## config.mk

```make
export PLATFORM = sky130hd
export DESIGN_NAME = vzr_mac
export DESIGN_NICKNAME = d
export VERILOG_FILES = /design/src/sv/vzr_pkg.sv /design/src/sv/vzr_mac.sv
export SDC_FILE = /design/constraint.sdc
export NUM_CORES = 1
export LEC_CHECK = 0
export BUFFER_PORTS_ARGS = -buffer_cell sky130_fd_sc_hd__buf_2
export CAP_MARGIN = 20
export CORE_MARGIN = 1
export CORE_UTILIZATION = 40
export DETAILED_ROUTE_END_ITERATION = 8
export SYNTH_ARGS = -nofsm -noshare
export SYNTH_HDL_FRONTEND = slang
export SYNTH_SLANG_ARGS = --single-unit
```

## constraint.sdc

```tcl
create_clock -name clk -period 20.8 [get_ports clk]
set_input_delay 3.12 -clock clk [delete_from_list [all_inputs] [get_ports clk]]
set_output_delay 3.12 -clock clk [all_outputs]
set_load 0.01 [all_outputs]
```

## src/sv/vzr_pkg.sv

```systemverilog
`timescale 1ns / 1ps
// Shared constants, types and the multiply-accumulate step table of the voxel splat renderer.
package vzr_pkg;

  localparam int MAX_GRID   = 64;
  localparam int MAX_LAYERS = 128;
  localparam int MAX_FRAME  = 64;

  localparam int VXY_W   = $clog2(MAX_GRID);
  localparam int VZ_W    = $clog2(MAX_LAYERS);
  localparam int PIX_W   = $clog2(MAX_FRAME);
  localparam int ADDR_W  = 2 * PIX_W;
  localparam int STORE_DEPTH = 1 << ADDR_W;

  localparam int CFG_W     = 16;
  localparam int SIZE_W    = 7;
  localparam int CFG_IDX_W = 3;
  localparam int OP_W      = 2;
  localparam int PAL_W     = 8;
  localparam int DEPTH_W   = 32;

  localparam int MX_W  = ((VXY_W + 1 > SIZE_W) ? VXY_W + 1 : SIZE_W) + 2;
  localparam int MZ_W  = VZ_W + 2;
  localparam int A_W   = MX_W + CFG_W;
  localparam int B_W   = CFG_W;
  localparam int P_W   = A_W + B_W;
  localparam int ACC_W = P_W + 3;
  localparam int CW    = (PIX_W + 1 > SIZE_W) ? PIX_W + 1 : SIZE_W;

  localparam int FRAC_H = 15;
  localparam int FRAC_V = 29;
  localparam int ELEV_SHIFT = 14;
  localparam int ANCH_H_SHIFT = 7;
  localparam int ANCH_V_SHIFT = 21;

  localparam logic [OP_W-1:0] OP_CLEAR = 2'd0;
  localparam logic [OP_W-1:0] OP_SPLAT = 2'd1;
  localparam logic [OP_W-1:0] OP_READ  = 2'd2;

  localparam logic [CFG_IDX_W-1:0] CFG_COS_YAW    = 3'd0;
  localparam logic [CFG_IDX_W-1:0] CFG_SIN_YAW    = 3'd1;
  localparam logic [CFG_IDX_W-1:0] CFG_SIN_ELEV   = 3'd2;
  localparam logic [CFG_IDX_W-1:0] CFG_COS_ELEV   = 3'd3;
  localparam logic [CFG_IDX_W-1:0] CFG_ANCHOR_H   = 3'd4;
  localparam logic [CFG_IDX_W-1:0] CFG_ANCHOR_V   = 3'd5;
  localparam logic [CFG_IDX_W-1:0] CFG_GRID_SIZE  = 3'd6;
  localparam logic [CFG_IDX_W-1:0] CFG_FRAME_SIZE = 3'd7;

  localparam logic signed [CFG_W-1:0] RST_COS_YAW  = 16'sd16384;
  localparam logic signed [CFG_W-1:0] RST_SIN_YAW  = 16'sd0;
  localparam logic signed [CFG_W-1:0] RST_SIN_ELEV = 16'sd16384;
  localparam logic signed [CFG_W-1:0] RST_COS_ELEV = 16'sd0;
  localparam logic [CFG_W-1:0]  RST_ANCHOR  = 16'd8192;
  localparam logic [SIZE_W-1:0] RST_SIZE    = 7'd64;

  localparam logic [2:0] A_MX  = 3'd0;
  localparam logic [2:0] A_MY  = 3'd1;
  localparam logic [2:0] A_MZ  = 3'd2;
  localparam logic [2:0] A_ACC = 3'd3;
  localparam logic [2:0] A_RY  = 3'd4;

  localparam logic [1:0] B_CY = 2'd0;
  localparam logic [1:0] B_SY = 2'd1;
  localparam logic [1:0] B_SE = 2'd2;
  localparam logic [1:0] B_CE = 2'd3;

  typedef struct packed {
    logic [2:0] a_sel;
    logic [1:0] b_sel;
    logic       sub;
    logic       shift;
  } mac_step_t;

  typedef struct packed {
    logic mul_en;
    logic acc_en;
    logic first;
    logic sub;
    logic shift;
  } mac_ctl_t;

  typedef struct packed {
    logic                      valid;
    logic [PAL_W-1:0]          colour;
    logic signed [DEPTH_W-1:0] depth;
  } mem_entry_t;

  // Pairs of products: horizontal sum, rotated y, vertical sum, depth.
  function automatic mac_step_t mac_step(input logic [2:0] step);
    mac_step_t s;
    unique case (step)
      3'd0:    s = '{a_sel: A_MX,  b_sel: B_CY, sub: 1'b0, shift: 1'b0};
      3'd1:    s = '{a_sel: A_MY,  b_sel: B_SY, sub: 1'b1, shift: 1'b0};
      3'd2:    s = '{a_sel: A_MX,  b_sel: B_SY, sub: 1'b0, shift: 1'b0};
      3'd3:    s = '{a_sel: A_MY,  b_sel: B_CY, sub: 1'b0, shift: 1'b0};
      3'd4:    s = '{a_sel: A_ACC, b_sel: B_SE, sub: 1'b0, shift: 1'b0};
      3'd5:    s = '{a_sel: A_MZ,  b_sel: B_CE, sub: 1'b1, shift: 1'b1};
      3'd6:    s = '{a_sel: A_RY,  b_sel: B_CE, sub: 1'b0, shift: 1'b0};
      3'd7:    s = '{a_sel: A_MZ,  b_sel: B_SE, sub: 1'b0, shift: 1'b1};
      default: s = '{a_sel: A_MX,  b_sel: B_CY, sub: 1'b0, shift: 1'b0};
    endcase
    return s;
  endfunction

endpackage

```

## src/sv/vzr_mac.sv

```systemverilog
`timescale 1ns / 1ps
// Shared signed multiplier with registered product and a wide accumulator.
module vzr_mac (
  input  logic                              clk,
  input  vzr_pkg::mac_ctl_t                 ctl,
  input  logic signed [vzr_pkg::A_W-1:0]    a,
  input  logic signed [vzr_pkg::B_W-1:0]    b,
  input  logic signed [vzr_pkg::ACC_W-1:0]  base,
  output logic signed [vzr_pkg::ACC_W-1:0]  acc
);
  import vzr_pkg::*;

  logic signed [P_W-1:0]   prod;
  logic signed [ACC_W-1:0] term;
  logic signed [ACC_W-1:0] origin;
  logic signed [ACC_W-1:0] acc_next;

  always_comb begin
    term     = ctl.shift ? (ACC_W'(prod) <<< ELEV_SHIFT) : ACC_W'(prod);
    origin   = ctl.first ? base : acc;
    acc_next = ctl.sub ? origin - term : origin + term;
  end

  always_ff @(posedge clk) begin
    if (ctl.mul_en) begin
      prod <= a * b;
    end
    if (ctl.acc_en) begin
      acc <= acc_next;
    end
  end

endmodule

```

==> flow_metrics.env, run 1 <==
export IMPL_status="complete, no violations"
export IMPL_rsz0062_at_grt="no"
export IMPL_fmax_ghz=0.103
export IMPL_min_path_type="reg -> reg"
export IMPL_grt_overflow=0
export IMPL_async_reset_ff_frac=0
export IMPL_port_buffers=134
export IMPL_finalCriticalPeriod_ns=9.75
export IMPL_drtAntennaViolNets=0
export IMPL_grt_max_degree=67
export IMPL_path_buf_inv=6
export IMPL_post_cts_buffers=0
export IMPL_grt_first_pass_wirelength_um=87800
export IMPL_cp_common_cell="fa_1"
export IMPL_crit_fanout=25
export IMPL_viasPerCell=5.15
export IMPL_maxSlewViolCount=0
export IMPL_io_pins=135
export IMPL_cts_sinks=85
export IMPL_r2r_start="prod[6]"
export IMPL_cts_hold_buf=0
export IMPL_finalHoldViolCount=0
export IMPL_cts_buffers=9
export IMPL_slowest_stage="buf_2"
export IMPL_yosys_warnings=0
export IMPL_seq_area_um2=2550
export IMPL_synth_top_cell_by_area="fa_1"
export IMPL_post_cts_resized=0
export IMPL_whs_ns=0.777
export IMPL_synth_top_flop_cell="edfxtp_1"
export IMPL_setup_viol=0
export IMPL_whs_path_depth=2
export IMPL_critical_path_max_stage_delay_ns=0.59
export IMPL_syn_nets=2876
export IMPL_drc=0
export IMPL_synth_top_area_share=0.375
export IMPL_synthCells=2252
export IMPL_die_area_um2=52900
export IMPL_clk_insertion_delay_late_ns=0.36
export IMPL_antenna_cells=0
export IMPL_first_global_vias=16800
export IMPL_r2r_end="acc[43]"
export IMPL_tightestPinTransition_ns=0.967
export IMPL_seq_area_frac_synth=0.123
export IMPL_cp_arrival_ns=9.84
export IMPL_syn2layout_area_growth_pct=7.23
export IMPL_fin_crit_sh=0.469
export IMPL_cp_data_required_time_ns=20.89
export IMPL_dpl_hpwl_um=41800
export IMPL_die_h_um=230
export IMPL_end_kind="flip-flop"
export IMPL_antenna_found_initial=0
export IMPL_start_util=0.405
export IMPL_cap_violations=0
export IMPL_skew_ns=0.00858
export IMPL_rows=83
export IMPL_synth_edff_count=85
export IMPL_tns_ns=0
export IMPL_wl_per_cell_um=17.7
export IMPL_fp_dieW_um=230
export IMPL_slew_headroom=0.355
export IMPL_detail_route_iter0_violations=946
export IMPL_clockRootBuffer="clkbuf_16"
export IMPL_timing_reg2reg_setup_slack_ns=14.83
export IMPL_cts_max_path_buffers=2
export IMPL_hold_end="acc[1]"
export IMPL_cp_startpoint="b[7]"
export IMPL_worstRegToRegCells=19
export IMPL_worstSetupStartpointType="input port"
export IMPL_htree_levels=3
export IMPL_path_clk_slew_ns=0.06
export IMPL_multi_input_area_um2=16200
export IMPL_core_area_um2=51300
export IMPL_cts_tree="done"
export IMPL_first_pass_iters=5
export IMPL_drive_gt1_frac=0.0900
export IMPL_path_delay_family="adder cells"
export IMPL_vias=15400
export IMPL_mostFrequentLayoutCells="457 x inv_1, 389 x fa_1, 275 x nand2_1"
export IMPL_ys_ff_latch=85
export IMPL_crit_chain="buf_2 -> nand2_1 -> fa_1 -> inv_1 -> fa_1 -> inv_1 -> fa_1 -> inv_1 -> fa_1 -> fa_1 -> inv_1 -> fa_1 -> inv_1 -> ha_1 -> a21o_1 -> o21bai_1 -> a31oi_1 -> a211oi_1 -> o31ai_1 -> a31oi_1 -> o21a_1 -> o21ai_0 -> mux2i_1 -> o2111ai_1"
export IMPL_hp_start="acc[1]"
export IMPL_avgSynthCellArea_um2=9.23
export IMPL_final_common_cell="inv_1"
export IMPL_gp_congestion=0.876
export IMPL_netlist_area_um2=20800
export IMPL_synthDistinctLibCells=62
export IMPL_wl_um=53300
export IMPL_nFillCells=5031
export IMPL_critPathKind="in -> reg"
export IMPL_track_usage=0.210
export IMPL_nets=2941
export IMPL_yosys_top_cells_area="fa_1 37%, edfxtp_1 12%, ha_1 8.7%"
[layer usage]
layer	wire length, um	GRT usage	vias to the layer above
met5	0	0	-
met4	1500	0.0664	0
met3	2500	0.0211	95
met2	26300	0.373	430
met1	23000	0.268	7782
li1	-	-	7140
[cells by family after synthesis]
| group | count (synthesis) | share of synthesized area |
|---|---|---|
| AOI/OAI and AO/OA | 279 | 0.0860 |
| DFF | 85 | 0.123 |
| adders and majority gates | 533 | 0.461 |
| xor gates and xnor gates | 120 | 0.0509 |
| and+or+nand+nor | 627 | 0.145 |
| buffers and inverters | 539 | 0.0975 |
| muxes | 69 | 0.0359 |
[Yosys cell counts (all sizes together) (11+ instances only)]
library cell,number
inv,457
fa,389
nand2,275
and2,164
ha,144
a21oi,86
edfxtp,85
nor2,81
clkbuf,74
xnor2,69
o21ai,52
xor2,51
mux2,44
a21o,43
mux2i,25
nor3,25
nand2b,19
nand3,16
a31oi,14
o21a,12
o31ai,12
a211oi,11
o21bai,11
[sequential cells by signal, summed over array words and instances (netlist names)]
name	count
acc	44
prod	41
[worst max path at each step]
| stage | endpoint | cells after the start |
|---|---|---|
| after floorplan | prod[40] | 25 |
| after global placement | prod[39] | 24 |
| after detailed placement | prod[39] | 24 |
| after CTS | prod[39] | 24 |
| after global routing | prod[40] | 22 |
| final | prod[39] | 24 |
[cell type report]
type / instances / area share
clock inverters: 7 / 0.00230
inverters: 457 / 0.0770
well taps: 680 / 0.0382
clock buffers: 9 / 0.0101
multi-input cells: 1628 / 0.727
repair buffers: 136 / 0.0308
flip-flops and latches: 85 / 0.115
[worst min-delay path: cells and delay by family (launching register included)]
| family | cells | cell delay, ns |
|---|---|---|
| DFF | 1 | 0.34 |
| adders and majority gates | 1 | 0.16 |
| muxes | 1 | 0.18 |
[metrics by stage]
step                cell area, um^2   util  instances  setup slack (ns)
floorplan                     20800      -       2252             11.46
global placement              22000  0.429       2986             10.76
detailed placement            22000  0.429       2986             10.65
CTS                           22300  0.434       3002             11.02
global route                  22300  0.434       3002             10.52
finish                        22300  0.434       3002             11.05
Power of run 1 is not shown: default switching activity piles up to over one toggle a cycle in this logic, so the estimate is an artifact.
==> run 2, diff against run 1 <==
Clock period 20.8 ns to 9.4 ns, I/O delays scaled along.
==> flow_metrics.env, run 2 (synthesis gave the netlist of run 1 again) <==
export IMPL_status="complete, no violations"
export IMPL_fmax_ghz=0.123
export IMPL_r2r_start="prod[6]"
export IMPL_crit_fanout=25
export IMPL_tightestPinTransition_ns=0.952
export IMPL_track_usage=0.205
export IMPL_cts_buffers=9
export IMPL_antenna_found_initial=2
export IMPL_fin_area_um2=22300
export IMPL_cp_data_required_time_ns=9.48
export IMPL_tns_ns=0
export IMPL_io_pins=135
export IMPL_slew_headroom=0.366
export IMPL_critical_path_max_stage_delay_ns=0.53
export IMPL_nets=2941
export IMPL_grt_max_degree=67
export IMPL_seq_area_um2=2550
export IMPL_rows=83
export IMPL_dpl_hpwl_um=41500
export IMPL_nFillCells=5004
export IMPL_gp_congestion=0.889
export IMPL_slowest_stage="buf_2"
export IMPL_wl_um=52000
export IMPL_whs_path_depth=2
export IMPL_clockRootBuffer="clkbuf_16"
export IMPL_viasPerCell=5.09
export IMPL_drc=0
export IMPL_cap_violations=0
export IMPL_first_global_vias=16600
export IMPL_path_buf_inv=4
export IMPL_port_buffers=134
export IMPL_placed_area_um2=22000
export IMPL_grt_first_pass_wirelength_um=85700
export IMPL_maxSlewViolCount=0
export IMPL_critPathKind="in -> reg"
export IMPL_worst_slack_ns=1.26
export IMPL_crit_chain="buf_2 -> nand2_1 -> fa_1 -> fa_1 -> fa_1 -> inv_1 -> fa_1 -> fa_1 -> inv_1 -> fa_1 -> inv_1 -> ha_1 -> a21oi_1 -> o21ai_0 -> a221oi_1 -> o21ai_0 -> o2bb2ai_1 -> a41o_1 -> a211oi_1 -> nor3b_1 -> a211oi_1 -> xnor2_1"
export IMPL_wl_per_cell_um=17.3
export IMPL_htree_levels=3
export IMPL_r2r_end="acc[43]"
export IMPL_post_place_ws_ns=0.962
export IMPL_cts_tree="done"
export IMPL_cts_max_path_buffers=2
export IMPL_drtAntennaViolNets=0
export IMPL_end_kind="flip-flop"
export IMPL_path_clk_slew_ns=0.06
export IMPL_die_area_um2=52900
export IMPL_finalHoldViolCount=0
export IMPL_drive_gt1_frac=0.0892
export IMPL_worstRegToRegCells=19
export IMPL_grt_overflow=0
export IMPL_final_common_cell="inv_1"
export IMPL_post_cts_buffers=0
export IMPL_largest_reg_flops=44
export IMPL_post_cts_resized=0
export IMPL_worstSetupStartpointType="input port"
export IMPL_die_h_um=230
export IMPL_cp_common_cell="fa_1"
export IMPL_min_path_type="reg -> reg"
export IMPL_cts_sinks=85
export IMPL_start_util=0.405
export IMPL_setup_viol=0
export IMPL_skew_ns=0.00631
export IMPL_path_delay_family="adder cells"
export IMPL_cts_hold_buf=0
export IMPL_syn2layout_area_growth_pct=7.32
export IMPL_finalCriticalPeriod_ns=8.14
export IMPL_detail_route_iter0_violations=806
export IMPL_cp_arrival_ns=8.22
export IMPL_fin_crit_sh=0.866
export IMPL_top_register="acc"
export IMPL_mostFrequentLayoutCells="457 x inv_1, 389 x fa_1, 275 x nand2_1"
export IMPL_core_area_um2=51300
export IMPL_hold_end="acc[1]"
export IMPL_reg_top3="acc: 44 flops, prod: 41 flops"
export IMPL_rsz0062_at_grt="no"
export IMPL_vias=15300
export IMPL_multi_input_area_um2=16200
export IMPL_hp_start="acc[1]"
export IMPL_first_pass_iters=5
export IMPL_timing_reg2reg_setup_slack_ns=3.50
export IMPL_fp_dieW_um=230
export IMPL_clk_insertion_delay_late_ns=0.35
[run 2: through the flow]
step / std cells / hold slack [ns] / util
after global placement: 2986 / 0.748 / 0.429
after global routing: 3003 / 0.823 / 0.435
after detailed placement: 2986 / 0.780 / 0.429
after CTS: 3001 / 0.796 / 0.435
after floorplan: 2252 / 0.773 / -
final: 3003 / 0.783 / 0.435
[run 2: how the worst max path moves through the flow]
stage,from,end,slack [ns],cells past startpoint
3_3_place_gp,b[2],prod[40],1.14,22
6_report,b[2],prod[40],1.26,22
4_1_cts,b[2],prod[40],1.32,22
2_1_floorplan,b[7],prod[40],1.77,25
5_1_grt,b[7],prod[39],0.96,24
3_5_place_dp,b[2],prod[40],0.96,22
[run 2: area by class of cell]
class                           count  area share
Tap cell                          680      0.0382
Timing Repair Buffer              136      0.0307
Antenna cell                        2    0.000224
Multi-Input combinational cell   1628       0.726
Inverter                          457      0.0769
Clock inverter                      6     0.00292
Clock buffer                        9      0.0101
Sequential cell                    85       0.114
[run 2: tightest hold or removal path, delay by kind of cell, from the launching register on]
| kind | cells | cell delay (ns) |
|---|---|---|
| multiplexers | 1 | 0.17 |
| flip-flops | 1 | 0.34 |
| adder cells (fa/ha/maj) | 1 | 0.16 |
[run 2: routing by layer]
layer | global-route usage | vias to the layer above | share of wire
met5 | 0 | - | 0
met4 | 0.0716 | 0 | 0.030
met3 | 0.0217 | 96 | 0.045
met2 | 0.362 | 426 | 0.49
met1 | 0.260 | 7631 | 0.43
li1 | - | 7147 | -
Power of run 2 is left out for the same reason.
==> run 3, diff against run 2 <==
Settings changed: PLACE_DENSITY set to 0.62.
==> flow_metrics.env, run 3 (synthesis gave the netlist of run 1 again) <==
export IMPL_setup_viol=0
export IMPL_worstSetupStartpointType="input port"
export IMPL_timing_reg2reg_setup_slack_ns=3.53
export IMPL_cts_sinks=85
export IMPL_nets=2943
export IMPL_r2r_end="acc[43]"
export IMPL_drtAntennaViolNets=0
export IMPL_core_area_um2=51300
export IMPL_drc=2
export IMPL_viasPerCell=5.14
export IMPL_critPathKind="in -> reg"
export IMPL_critical_path_max_stage_delay_ns=0.53
export IMPL_cts_max_path_buffers=2
export IMPL_end_kind="flip-flop"
export IMPL_mostFrequentLayoutCells="457 x inv_1, 389 x fa_1, 275 x nand2_1"
export IMPL_fin_cells=3003
export IMPL_fin_crit_sh=0.861
export IMPL_rsz0062_at_grt="no"
export IMPL_detail_route_iter0_violations=960
export IMPL_cp_data_required_time_ns=9.48
export IMPL_fp_dieW_um=230
export IMPL_reg_top3="acc: 44 flops, prod: 41 flops"
export IMPL_cap_violations=0
export IMPL_post_cts_resized=0
export IMPL_grt_overflow=0
export IMPL_slew_headroom=0.343
export IMPL_clockRootBuffer="clkbuf_16"
export IMPL_rows=83
export IMPL_crit_chain="buf_2 -> nand2_1 -> fa_1 -> fa_1 -> fa_1 -> inv_1 -> fa_1 -> fa_1 -> inv_1 -> fa_1 -> inv_1 -> ha_1 -> a21oi_1 -> o21ai_0 -> a221oi_1 -> o21ai_0 -> o2bb2ai_1 -> a41o_1 -> a211oi_1 -> nor3b_1 -> a211oi_1 -> xnor2_1"
export IMPL_dpl_hpwl_um=42200
export IMPL_skew_ns=0.00813
export IMPL_grt_max_degree=67
export IMPL_cp_common_cell="fa_1"
export IMPL_violations="DRC"
export IMPL_dp_cells=2988
export IMPL_cts_buffers=9
export IMPL_start_util=0.405
export IMPL_finalHoldViolCount=0
export IMPL_maxSlewViolCount=0
export IMPL_cts_tree="done"
export IMPL_whs_ns=0.772
export IMPL_wl_per_cell_um=17.7
export IMPL_top_register="acc"
export IMPL_clk_insertion_delay_late_ns=0.35
export IMPL_vias=15500
export IMPL_cts_hold_buf=0
export IMPL_antenna_found_initial=0
export IMPL_antenna_cells=0
export IMPL_min_path_type="reg -> reg"
export IMPL_htree_levels=3
export IMPL_drive_gt1_frac=0.0900
export IMPL_track_usage=0.208
export IMPL_io_pins=135
export IMPL_grt_first_pass_wirelength_um=87000
export IMPL_endpoint="prod[40]"
export IMPL_first_pass_iters=7
export IMPL_final_common_cell="inv_1"
export IMPL_first_global_vias=16700
export IMPL_slowest_stage="buf_2"
export IMPL_path_clk_slew_ns=0.06
export IMPL_worstRegToRegCells=19
export IMPL_wl_um=53200
export IMPL_fmax_ghz=0.124
export IMPL_r2r_start="prod[6]"
export IMPL_post_cts_buffers=0
export IMPL_final_util=0.435
export IMPL_gp_congestion=0.893
export IMPL_syn2layout_area_growth_pct=7.48
export IMPL_die_h_um=230
export IMPL_cp_arrival_ns=8.18
export IMPL_tightestPinTransition_ns=0.986
export IMPL_largest_reg_flops=44
export IMPL_die_area_um2=52900
export IMPL_cp_startpoint="b[2]"
export IMPL_tns_ns=0
export IMPL_status="finished with violations"
export IMPL_finalCriticalPeriod_ns=8.09
export IMPL_crit_fanout=25
export IMPL_port_buffers=134
[run 3: cell types whose count changed in the layout (fill, tap and decap cells not counted)]
cell        before  now
buf_4            2    4
bufinv_16        1    2
diode_2          2    0
clkinvlp_4       3    1
clkinv_4         1    2
[run 3: how the worst min path moves through the flow]
| stage | slack [ns] | end | from | cells past startpoint |
|---|---|---|---|---|
| 2_1_floorplan | 0.77 | acc[0] | prod[0] | 4 |
| 5_1_grt | 0.83 | acc[1] | acc[1] | 2 |
| 4_1_cts | 0.78 | acc[1] | acc[1] | 2 |
| 6_report | 0.77 | acc[1] | acc[1] | 2 |
| 3_3_place_gp | 0.76 | acc[1] | acc[1] | 2 |
| 3_5_place_dp | 0.76 | acc[1] | acc[1] | 2 |
[run 3: layout make-up]
class | instances | area (um^2)
clock buffers | 9 | 225
repair buffers | 138 | 701
flip-flops and latches | 85 | 2550
fillers | 5057 | 29000
multi-input cells | 1628 | 16200
well taps | 680 | 851
clock inverters | 6 | 88.8
inverters | 457 | 1720
[run 3: per-stage QoR]
step,worst slack (ns),area (um^2)
after CTS,1.35,22300
after floorplan,1.77,20800
after global routing,0.953,22300
final,1.31,22300
after detailed placement,0.998,22000
after global placement,1.10,22000
[run 3: critical path: cells and delay by family]
kind                     cells  cell delay [ns]
XOR/XNOR                     1             0.11
buffers and inverters        4             0.70
AO/OA/AOI/OAI                8             2.24
adder cells (fa/ha/maj)      7             3.43
AND/OR/NAND/NOR              2             0.27
[run 3: metal layers]
layer / up-vias / GRT usage / part of all wire
met5: - / 0 / 0
met4: 0 / 0.0600 / 0.027
met3: 93 / 0.0226 / 0.054
met2: 498 / 0.366 / 0.49
met1: 7715 / 0.268 / 0.43
li1: 7144 / - / -
Power of run 3 is left out for the same reason.
